===== src/sv/swrp_pkg.sv =====
// shared types and constants of the sliding window range peak block
`timescale 1ns / 1ps

package swrp_pkg;

   localparam int SAMPLE_W = 32;
   localparam int CSR_W    = 7;

   typedef logic signed [SAMPLE_W-1:0] sample_type;
   typedef logic [SAMPLE_W-1:0]        spread_type;
   typedef logic [CSR_W-1:0]           csr_type;

   // commands from the sequencer to the cell row
   typedef struct packed {
      logic shift;    // push a new sample in at cell 0
      logic rotate;   // rotate the ring one place toward cell 0
   } chain_ctrl_type;

endpackage


===== src/sv/swrp_req_if.sv =====
// sample input channel
`timescale 1ns / 1ps

interface swrp_req_if;
   logic                valid;
   logic                ready;
   swrp_pkg::sample_type sample;
   logic                last;

   modport source (output valid, output sample, output last, input ready);
   modport sink (input valid, input sample, input last, output ready);
endinterface


===== src/sv/swrp_rsp_if.sv =====
// result output channel
`timescale 1ns / 1ps

interface swrp_rsp_if;
   logic                valid;
   logic                ready;
   swrp_pkg::spread_type largest_spread;

   modport source (output valid, output largest_spread, input ready);
   modport sink (input valid, input largest_spread, output ready);
endinterface


===== src/sv/swrp_cell.sv =====
// one window cell: holds a sample, takes it from either neighbor
`timescale 1ns / 1ps

module swrp_cell (
   input  logic                       clock,
   input  swrp_pkg::chain_ctrl_type   ctrl,
   input  swrp_pkg::sample_type       shift_data,
   input  swrp_pkg::sample_type       rot_data,
   output swrp_pkg::sample_type       value
);

   swrp_pkg::sample_type value_ff;
   swrp_pkg::sample_type value_in;

   // shift brings the newer neighbor's value (cell i-1), rotate the older one's (cell i+1)
   always_comb begin
      value_in = value_ff;
      if (ctrl.shift) begin
         value_in = shift_data;
      end else if (ctrl.rotate) begin
         value_in = rot_data;
      end
   end

   always_ff @(posedge clock) begin
      value_ff <= value_in;
   end

   assign value = value_ff;

endmodule


===== src/sv/swrp_chain.sv =====
// ring of window cells, newest sample at cell 0
`timescale 1ns / 1ps

module swrp_chain #(
   parameter int NUM_CELLS = 64
) (
   input  logic                       clock,
   input  swrp_pkg::chain_ctrl_type   ctrl,
   input  swrp_pkg::sample_type       sample,
   output swrp_pkg::sample_type       head
);

   swrp_pkg::sample_type cell_val [NUM_CELLS];

   // cell i shifts from i-1 and rotates from i+1 (wrapping)
   for (genvar i = 0; i < NUM_CELLS; i++) begin : g_cell
      swrp_cell u_cell (
         .clock      (clock),
         .ctrl       (ctrl),
         .shift_data ((i == 0) ? sample : cell_val[(i + NUM_CELLS - 1) % NUM_CELLS]),
         .rot_data   (cell_val[(i + 1) % NUM_CELLS]),
         .value      (cell_val[i])
      );
   end

   assign head = cell_val[0];

endmodule


===== src/sv/sliding_window_range_peak_core.sv =====
// top level of the sliding window range peak block
// Usage:
//  req_chan carries one signed 32-bit sample and a last flag per transfer.
//  After each sample the block takes max minus min over the newest
//  window_size samples of the sequence (fewer at its start) and keeps the
//  largest such spread. On the last sample that spread leaves on rsp_chan
//  as one transfer and the sequence state clears.
//  csr_write_enable/csr_write_data set window_size (0 acts as 1, values
//  above WINDOW_MAX act as WINDOW_MAX); write only while idle.
// Steps:
//  each sample occupies the block through accept, a full turn of the cell
//  ring past its head comparator, subtract and compare; the compare step
//  of a last sample loads the result register. req_chan.ready is high
//  only when idle, so a sample is taken only once the sample before it is done.
// Stall: the result waits in an output register, and the next sample is
//  still taken; a later last sample waits in its final step until that
//  result has gone.
// Reset: synchronous, clears the fill count, best spread, result valid and
//  sets window_size to 1.
`timescale 1ns / 1ps

module sliding_window_range_peak_core #(
   parameter int WINDOW_MAX = 64
) (
   input  logic                clock,
   input  logic                reset,
   swrp_req_if.sink            req_chan,
   swrp_rsp_if.source          rsp_chan,
   input  logic                csr_write_enable,
   input  swrp_pkg::csr_type   csr_write_data
);

   localparam int CW = $clog2(WINDOW_MAX + 1);
   localparam int WW = (CW > swrp_pkg::CSR_W) ? CW : swrp_pkg::CSR_W;
   localparam logic [CW-1:0] LAST_K  = CW'(WINDOW_MAX - 1);
   localparam logic [CW-1:0] FULL_CT = CW'(WINDOW_MAX);
   localparam logic [WW-1:0] MAX_W   = WW'(WINDOW_MAX);

   localparam logic [1:0] ST_IDLE = 2'd0;
   localparam logic [1:0] ST_SCAN = 2'd1;
   localparam logic [1:0] ST_DIFF = 2'd2;
   localparam logic [1:0] ST_DONE = 2'd3;

   logic [1:0]            state_ff, state_in;
   swrp_pkg::csr_type     win_size_ff, win_size_in;
   logic [CW-1:0]         filled_ff, filled_in;
   logic [CW-1:0]         k_ff, k_in;
   logic                  last_ff, last_in;
   swrp_pkg::sample_type  hi_ff, hi_in, lo_ff, lo_in;
   swrp_pkg::spread_type  spread_ff, spread_in;
   swrp_pkg::spread_type  best_ff, best_in;
   logic                  rsp_valid_ff, rsp_valid_in;
   swrp_pkg::spread_type  rsp_data_ff, rsp_data_in;

   swrp_pkg::chain_ctrl_type ctrl;
   swrp_pkg::sample_type     head;
   logic                     req_fire;
   logic [WW-1:0]            ws_ext, ws_lim;
   logic [CW-1:0]            eff_w;
   swrp_pkg::spread_type     best_new;

   swrp_chain #(
      .NUM_CELLS (WINDOW_MAX)
   ) u_chain (
      .clock  (clock),
      .ctrl   (ctrl),
      .sample (req_chan.sample),
      .head   (head)
   );

   assign req_chan.ready = (state_ff == ST_IDLE);
   assign req_fire       = req_chan.valid && req_chan.ready;

   // effective window: size 0 as 1, clamp to ring length, then to fill count
   always_comb begin
      ws_ext = WW'(win_size_ff);
      if (ws_ext == '0) begin
         ws_ext = WW'(1);
      end
      ws_lim = (ws_ext > MAX_W) ? MAX_W : ws_ext;
      eff_w  = (ws_lim > WW'(filled_ff)) ? filled_ff : ws_lim[CW-1:0];
   end

   assign best_new = (spread_ff > best_ff) ? spread_ff : best_ff;

   // sequencer
   always_comb begin
      state_in     = state_ff;
      win_size_in  = win_size_ff;
      filled_in    = filled_ff;
      k_in         = k_ff;
      last_in      = last_ff;
      hi_in        = hi_ff;
      lo_in        = lo_ff;
      spread_in    = spread_ff;
      best_in      = best_ff;
      rsp_valid_in = rsp_valid_ff;
      rsp_data_in  = rsp_data_ff;
      ctrl.shift   = 1'b0;
      ctrl.rotate  = 1'b0;

      if (csr_write_enable) begin
         win_size_in = csr_write_data;
      end
      // result transfer frees the output register
      if (rsp_valid_ff && rsp_chan.ready) begin
         rsp_valid_in = 1'b0;
      end

      case (state_ff)
         ST_IDLE: begin
            if (req_fire) begin
               ctrl.shift = 1'b1;
               last_in    = req_chan.last;
               hi_in      = req_chan.sample;
               lo_in      = req_chan.sample;
               k_in       = '0;
               if (filled_ff != FULL_CT) begin
                  filled_in = filled_ff + CW'(1);
               end
               state_in = ST_SCAN;
            end
         end
         ST_SCAN: begin
            // head shows the k-th newest sample
            ctrl.rotate = 1'b1;
            if (k_ff < eff_w) begin
               if (head > hi_ff) begin
                  hi_in = head;
               end
               if (head < lo_ff) begin
                  lo_in = head;
               end
            end
            k_in = k_ff + CW'(1);
            if (k_ff == LAST_K) begin
               state_in = ST_DIFF;
            end
         end
         ST_DIFF: begin
            spread_in = swrp_pkg::spread_type'(hi_ff) - swrp_pkg::spread_type'(lo_ff);
            state_in  = ST_DONE;
         end
         ST_DONE: begin
            if (!last_ff) begin
               best_in  = best_new;
               state_in = ST_IDLE;
            end else if (!rsp_valid_ff || rsp_chan.ready) begin
               rsp_valid_in = 1'b1;
               rsp_data_in  = best_new;
               best_in      = '0;
               filled_in    = '0;
               state_in     = ST_IDLE;
            end
         end
         default: begin
            state_in = ST_IDLE;
         end
      endcase
   end

   // control state
   always_ff @(posedge clock) begin
      if (reset) begin
         state_ff     <= ST_IDLE;
         win_size_ff  <= swrp_pkg::csr_type'(1);
         filled_ff    <= '0;
         best_ff      <= '0;
         rsp_valid_ff <= 1'b0;
      end else begin
         state_ff     <= state_in;
         win_size_ff  <= win_size_in;
         filled_ff    <= filled_in;
         best_ff      <= best_in;
         rsp_valid_ff <= rsp_valid_in;
      end
   end

   // payload
   always_ff @(posedge clock) begin
      k_ff        <= k_in;
      last_ff     <= last_in;
      hi_ff       <= hi_in;
      lo_ff       <= lo_in;
      spread_ff   <= spread_in;
      rsp_data_ff <= rsp_data_in;
   end

   assign rsp_chan.valid          = rsp_valid_ff;
   assign rsp_chan.largest_spread = rsp_data_ff;

endmodule


===== src/flat_wrapper.sv =====
// flat-port wrapper written by rule: the top's interface ports become plain ports
module sliding_window_range_peak_core_flat 
#(
   parameter int WINDOW_MAX = 64
)
  (clock, reset, csr_write_enable, csr_write_data, req_chan_valid, req_chan_sample, req_chan_last, req_chan_ready, rsp_chan_valid, rsp_chan_largest_spread, rsp_chan_ready);
  swrp_req_if req_chan_i ();
  swrp_rsp_if rsp_chan_i ();
  input  logic clock;
  input  logic reset;
  input  logic csr_write_enable;
  input  swrp_pkg::csr_type csr_write_data;
  input wire logic [$bits(req_chan_i.valid)-1:0] req_chan_valid;
  input wire logic [$bits(req_chan_i.sample)-1:0] req_chan_sample;
  input wire logic [$bits(req_chan_i.last)-1:0] req_chan_last;
  output wire logic [$bits(req_chan_i.ready)-1:0] req_chan_ready;
  output wire logic [$bits(rsp_chan_i.valid)-1:0] rsp_chan_valid;
  output wire logic [$bits(rsp_chan_i.largest_spread)-1:0] rsp_chan_largest_spread;
  input wire logic [$bits(rsp_chan_i.ready)-1:0] rsp_chan_ready;
  assign req_chan_i.valid = req_chan_valid;
  assign req_chan_i.sample = req_chan_sample;
  assign req_chan_i.last = req_chan_last;
  assign req_chan_ready = req_chan_i.ready;
  assign rsp_chan_valid = rsp_chan_i.valid;
  assign rsp_chan_largest_spread = rsp_chan_i.largest_spread;
  assign rsp_chan_i.ready = rsp_chan_ready;
  sliding_window_range_peak_core #(.WINDOW_MAX(WINDOW_MAX)) u_core (.clock(clock), .reset(reset), .req_chan(req_chan_i), .rsp_chan(rsp_chan_i), .csr_write_enable(csr_write_enable), .csr_write_data(csr_write_data));
endmodule

===== config.mk =====
export PLATFORM = sky130hd
export DESIGN_NAME = sliding_window_range_peak_core_flat
export DESIGN_NICKNAME = d
export VERILOG_FILES = /design/src/sv/swrp_pkg.sv /design/src/sv/swrp_req_if.sv /design/src/sv/swrp_rsp_if.sv /design/src/sv/swrp_cell.sv /design/src/sv/swrp_chain.sv /design/src/sv/sliding_window_range_peak_core.sv /design/src/flat_wrapper.sv
export SDC_FILE = /design/constraint.sdc
export NUM_CORES = 2
export LEC_CHECK = 0
export BUFFER_PORTS_ARGS = -buffer_cell sky130_fd_sc_hd__buf_2
export CAP_MARGIN = 20
export CORE_UTILIZATION = 60
export DETAILED_ROUTE_END_ITERATION = 10
export GPL_TIMING_DRIVEN = 0
export PLACE_DENSITY = 0.87
export SLEW_MARGIN = 20
export SYNTH_ARGS = -nofsm -noshare
export SYNTH_HDL_FRONTEND = slang
export SYNTH_SLANG_ARGS = --single-unit

===== constraint.sdc =====
create_clock -name clock -period 54.8 [get_ports clock]
set_clock_uncertainty 0.1 [all_clocks]
set_input_delay 2.74 -clock clock [delete_from_list [all_inputs] [get_ports clock]]
set_output_delay 2.74 -clock clock [all_outputs]
set_load 0.005 [all_outputs]

* Word level (Yosys, flattened, before mapping)
Index checks and enable logic that the tools add are counted.
Storage, ports and cells: register bits 2233, bits of input ports 45, output and inout bits 34
Operators by class: $add $sub $neg 3, $lt $le $gt $ge 6, equality and inequality tests 15, mux-type cells 160, reductions and logical operators 17
Operator list (count):
- 32-bit two-way mux | 136
- 32-bit one-hot mux with 2 select lines | 2
- 32-bit greater-than comparator | 2
- 7-bit two-way mux | 8
- 32-bit < comparator | 1
- 32-bit subtractor | 1
- 7-bit one-hot mux with 2 select lines | 2
- 7-bit by 1-bit adder with 7-bit output (second input constant) | 2
- 2-bit by 1-bit != test with 1-bit output (second input constant) | 6
- 2-bit two-way mux | 4
- 2-bit one-hot mux with 4 select lines | 1
- 4-bit AND reduction | 2
- 7-bit by 6-bit equality test with 1-bit output (second input constant) | 1
- 7-bit greater-than comparator | 1
- 7-bit greater-than comparator (second input constant) | 1
- 7-bit zero test | 1
- 7-bit < comparator | 1
- 1-bit two-way mux | 7
- 7-bit != test (second input constant) | 1
- 2-bit != test (second input constant) | 3
- 2-bit AND reduction | 3
- 3-bit AND reduction | 2
- 2-bit nonzero test | 3
- 5-bit AND reduction | 1
- other kinds (7) | 9

* Longest topological paths before layout
depth in word-level cells 9, gate-level depth with buffers 17, depth with buffers taken out 16

* Cells and area by module
From an unflattened synthesis, not the netlist that was laid out.
Unflattened totals: cell total of the unflattened synthesis 5433, area total of the unflattened synthesis 107612.0 um2
By module, submodules not included:
- swrp_cell | instances 64, cells an instance 69, area an instance 1507.7 um2, sequential area each 960.9 um2
- sliding_window_range_peak_core | instances 1, cells an instance 1017, area an instance 11119.4 um2, sequential area each 5064.9 um2

* Worst setup path before layout
Ideal clock, no wire load.
path type input to register, from in req_chan_valid, to reg u_core.u_chain.g_cell[0].u_cell.value_ff[0] (enable), library setup time 13862 ps, arrival 36475 ps, data required time 40838 ps, setup slack 4363 ps, stages on the path 4, buffers on the path 2, path through nand2_1 > clkbuf_1 > buf_1 > nand2_1
Between the ends: longest elaborated chain between the ends 4
Ends and longest elaborated chain:
- start: declaration | RTL line flat_wrapper.sv:13 | input wire logic [$bits(req_chan_i.valid)-1:0] req_chan_valid;
- 1-bit logical AND | RTL line sliding_window_range_peak_core.sv:72 | assign req_fire = req_chan.valid && req_chan.ready;
- 1-bit two-way mux | RTL line sliding_window_range_peak_core.sv:112 | if (req_fire) begin
- 1-bit two-way mux | RTL line sliding_window_range_peak_core.sv:110 | case (state_ff)
- 2-bit nonzero test (no source line)
- end signal: assignment | RTL line swrp_cell.sv:26 | value_ff <= value_in;
- end: declaration | RTL line swrp_cell.sv:12 | swrp_pkg::sample_type value_ff;
No other way between the ends. A chain may end at the register's enable or synchronous reset.

* Worst setup path in the final report
from in req_chan_valid, to reg u_core.u_chain.g_cell[32].u_cell.value_ff[26] (enable)
Between the ends: longest elaborated chain between the ends 4
Ends and longest elaborated chain (RTL line):
- 1-bit logical AND | sliding_window_range_peak_core.sv:72
- 1-bit two-way mux | sliding_window_range_peak_core.sv:112
- 1-bit two-way mux | sliding_window_range_peak_core.sv:110
- 2-bit nonzero test (no source line)
- end signal: assignment | swrp_cell.sv:26
- end: declaration | swrp_cell.sv:12
No other way between the ends.

==> results.yml <==
clock_tree:
  clkTransAtPathRegs_ns: 0.06
  hold_buffers: 0
  cts.sinks: 2233
  cts_buffer_depth: 3
  root_buffer: "clkbuf_16"
  numCtsBuffers: 214
  clk_latency_ns: 0.84
  cts_resized: 0
  cts_tree: "done"
  cts_max_level: 4
  postCtsSetupRepairBufs: 0
synth:
  synth_area_mm2: 0.09844
  ys_types: 78
  synthArstFlopShare: 0
  syn_inst: 9790
  synth_edf_count: 2184
  synth-seq-area-share: 0.6762
  ys_warn_count: 0
  syn-num-nets: 9982
  yosys_register_bits: 2233
  synthFlopType: "edfxtp_1"
  synth_area_per_cell_um2: 10.06
final_layout:
  final_cell_mix: "nand2_1 (6223), edfxtp_1 (2184), clkbuf_1 (479)"
  nNetsFinal: 10320
  syn2layout_area_growth_pct: 11.31
  final_common_cell: "nand2_1"
  drive_above_1_share: 0.05096
  fin_cells: 12490
floorplanning:
  die_h_um: 407.1
  initial_core_util: 0.6048
  num_rows: 148
  die_w_um: 407.1
  core_area_mm2: 0.1628
  boundaryPins: 79
  dieArea_mm2: 0.1657
pwr:
  p_leak_nw: 48.01
  ir_drop_mv: 0.04808
  p_per_area_mw_per_mm2: 72.92
setup_path:
  endpoint: "u_core.u_chain.g_cell[32].u_cell.value[26]"
  critPathKind: "in2reg"
  rrSetupSlack_ns: 49.53
  path_depth: 12
  end_kind: "register"
  reg2reg_depth: 14
  crit_buf_inv: 10
  path_cells: "buf_2, nand2_1, clkbuf_1, buf_1, nand2_4, buf_12, buf_16, buf_16, buf_16, buf_16, buf_16, buf_16"
  slowest_stage: "nand2_1"
  cpPeakStageDelay_ns: 0.52
  cp_common_cell: "buf_16"
  cp_max_fo: 59
  cp.required_ns: 55.23
  crit_path_start: "req_chan_valid"
  start_kind: "primary input"
  arrival_ns: 6.88
  cp_top_family: "buffers and inverters"
  r2r_start: "u_core.state_ff[1]"
  reg2reg_to: "u_core.u_chain.g_cell[32].u_cell.value[26]"
drt:
  ant_nets: 0
  wl_per_cell_um: 20.26
  drc: 0
  wirelength_mm: 253.0
  vias: 72620
  routed_via_density: 5.815
  first_pass_iters: 6
  drt_iter0_markers: 9907
timing:
  hold_viol: 0
  slew_headroom: 0.2501
  tns_ns: 0
  min_period_over_period: 0.1179
  finalSetupViolCount: 0
  grt_setup_unrepaired: "false"
  clock.fmax_mhz: 154.8
  min_period_ns: 6.458
  finalMaxSlewViolations: 0
  tightestPinTransition_ns: 1.125
global_routing:
  grt_pass1_vias: 70850
  grt_usage: 0.3020
  grt_pass1_wl_mm: 388.3
  gr-total-overflow: 0
  antenna_found_initial: 5
  grt_max_degree: 63
placed_design:
  place_congestion: 0.9546
  placed_cells: 12090
  numPortBuffers: 76
  hpwlAfterDp_mm: 179.2
min_path:
  min_path_cells: 2
  hp-class: "reg2reg"
status:
  status: "completed"
flow_run:
  max_cap_violations: 0
cell type report:
type,instances,area (µm²)
flip-flops and latches,2233,66560
fillers,11160,53200
multi-input cells,6949,29540
clock buffers,255,5580
well taps,2175,2721
plain buffers,485,1923
repair buffers,121,1468
clock inverters,137,1291
inverters,123,461.7
diodes,9,22.52
flip-flops by register name, summed over array words and instances, names as in the netlist, 7 cells and up:
name	flops
u_core.u_chain.g_cell.u_cell.value	2048
u_core.best_ff	32
u_core.filled_ff	7
u_core.hi_ff	32
u_core.rsp_chan.largest_spread	32
u_core.win_size_ff	7
u_core.lo_ff	32
u_core.spread_ff	32
u_core.k_ff	7
worst min path at each step:
| stage | start | end | slack (ns) |
|---|---|---|---|
| 3_5_place_dp | u_core.best_ff[3] | u_core.best_ff[3] | 0.37 |
| 6_report | u_core.best_ff[13] | u_core.best_ff[13] | 0.38 |
| 4_1_cts | u_core.best_ff[13] | u_core.best_ff[13] | 0.38 |
| 2_1_floorplan | u_core.best_ff[31] | u_core.best_ff[31] | 0.35 |
| 3_3_place_gp | u_core.best_ff[17] | u_core.best_ff[17] | 0.36 |
| 5_1_grt | u_core.best_ff[14] | u_core.best_ff[14] | 0.40 |
worst min-delay path, cell delays in order (launching register included):
cell	delay [ns]
dfxtp_1	0.32
nand2_1	0.06
mux2i_1	0.05
synth_stat cells (7+ instances only):
master	count	area [µm²]
nand4_1	27	168.9
ha_1	146	1827
nand2b_1	45	281.5
xor2_1	12	105.1
nand3_1	19	95.09
mux2_2	38	427.9
a21o_1	21	157.7
xnor2_1	16	140.1
o211ai_1	8	60.06
o21a_1	7	52.55
nor2b_1	9	56.30
nor3_1	10	50.05
o31ai_1	7	52.55
mux2_4	30	450.4
buf_1	32	120.1
nor2_1	60	225.2
inv_1	121	454.2
a21oi_1	73	365.4
o21ai_0	41	205.2
clkbuf_1	445	1670
edfxtp_1	2184	65580
a211oi_1	13	97.59
dfxtp_1	49	980.9
mux2i_1	43	430.4
nand2_1	6224	23360
metal layers:
| layer | global-route usage | up-vias | share of wire |
|---|---|---|---|
| met5 | 0 | - | 0.00011 |
| met4 | 0.1393 | 4 | 0.050 |
| met3 | 0.04682 | 650 | 0.091 |
| met2 | 0.4887 | 4251 | 0.47 |
| met1 | 0.4044 | 34970 | 0.39 |
| li1 | - | 32740 | - |
stage by stage:
| stage | util | power, W | hold WS (ns) | worst slack, ns | cell area, µm² |
|---|---|---|---|---|---|
| after CTS | 0.6730 | 0.007913 | 0.3770 | 48.36 | 109500 |
| after global routing | 0.6730 | 0.008378 | 0.3994 | 48.14 | 109500 |
| after floorplan | - | 0.007062 | 0.3476 | 4.363 | 98440 |
| final | 0.6732 | 0.007990 | 0.3788 | 48.34 | 109600 |
| after global placement | 0.6238 | 0.007753 | 0.3591 | -13.12 | 101500 |
| after detailed placement | 0.6308 | 0.006404 | 0.3676 | 47.49 | 102700 |
where the power goes:
group	leakage (nW)	internal, W	switching [W]
registers	22.0	0.00332	0.000683
logic	22.7	0.000776	0.00174
clock network	3.35	0.000821	0.000653
cell families after synthesis:
group           Yosys count  synth area share
flops                  2233            0.6762
fa+ha+maj               147           0.01876
compound gates          225           0.01506
simple gates           6438            0.2500
mux                     111           0.01329
xor+xnor                 28          0.002491
buf+inv                 608           0.02420
Power figures use the tool's default switching activity.
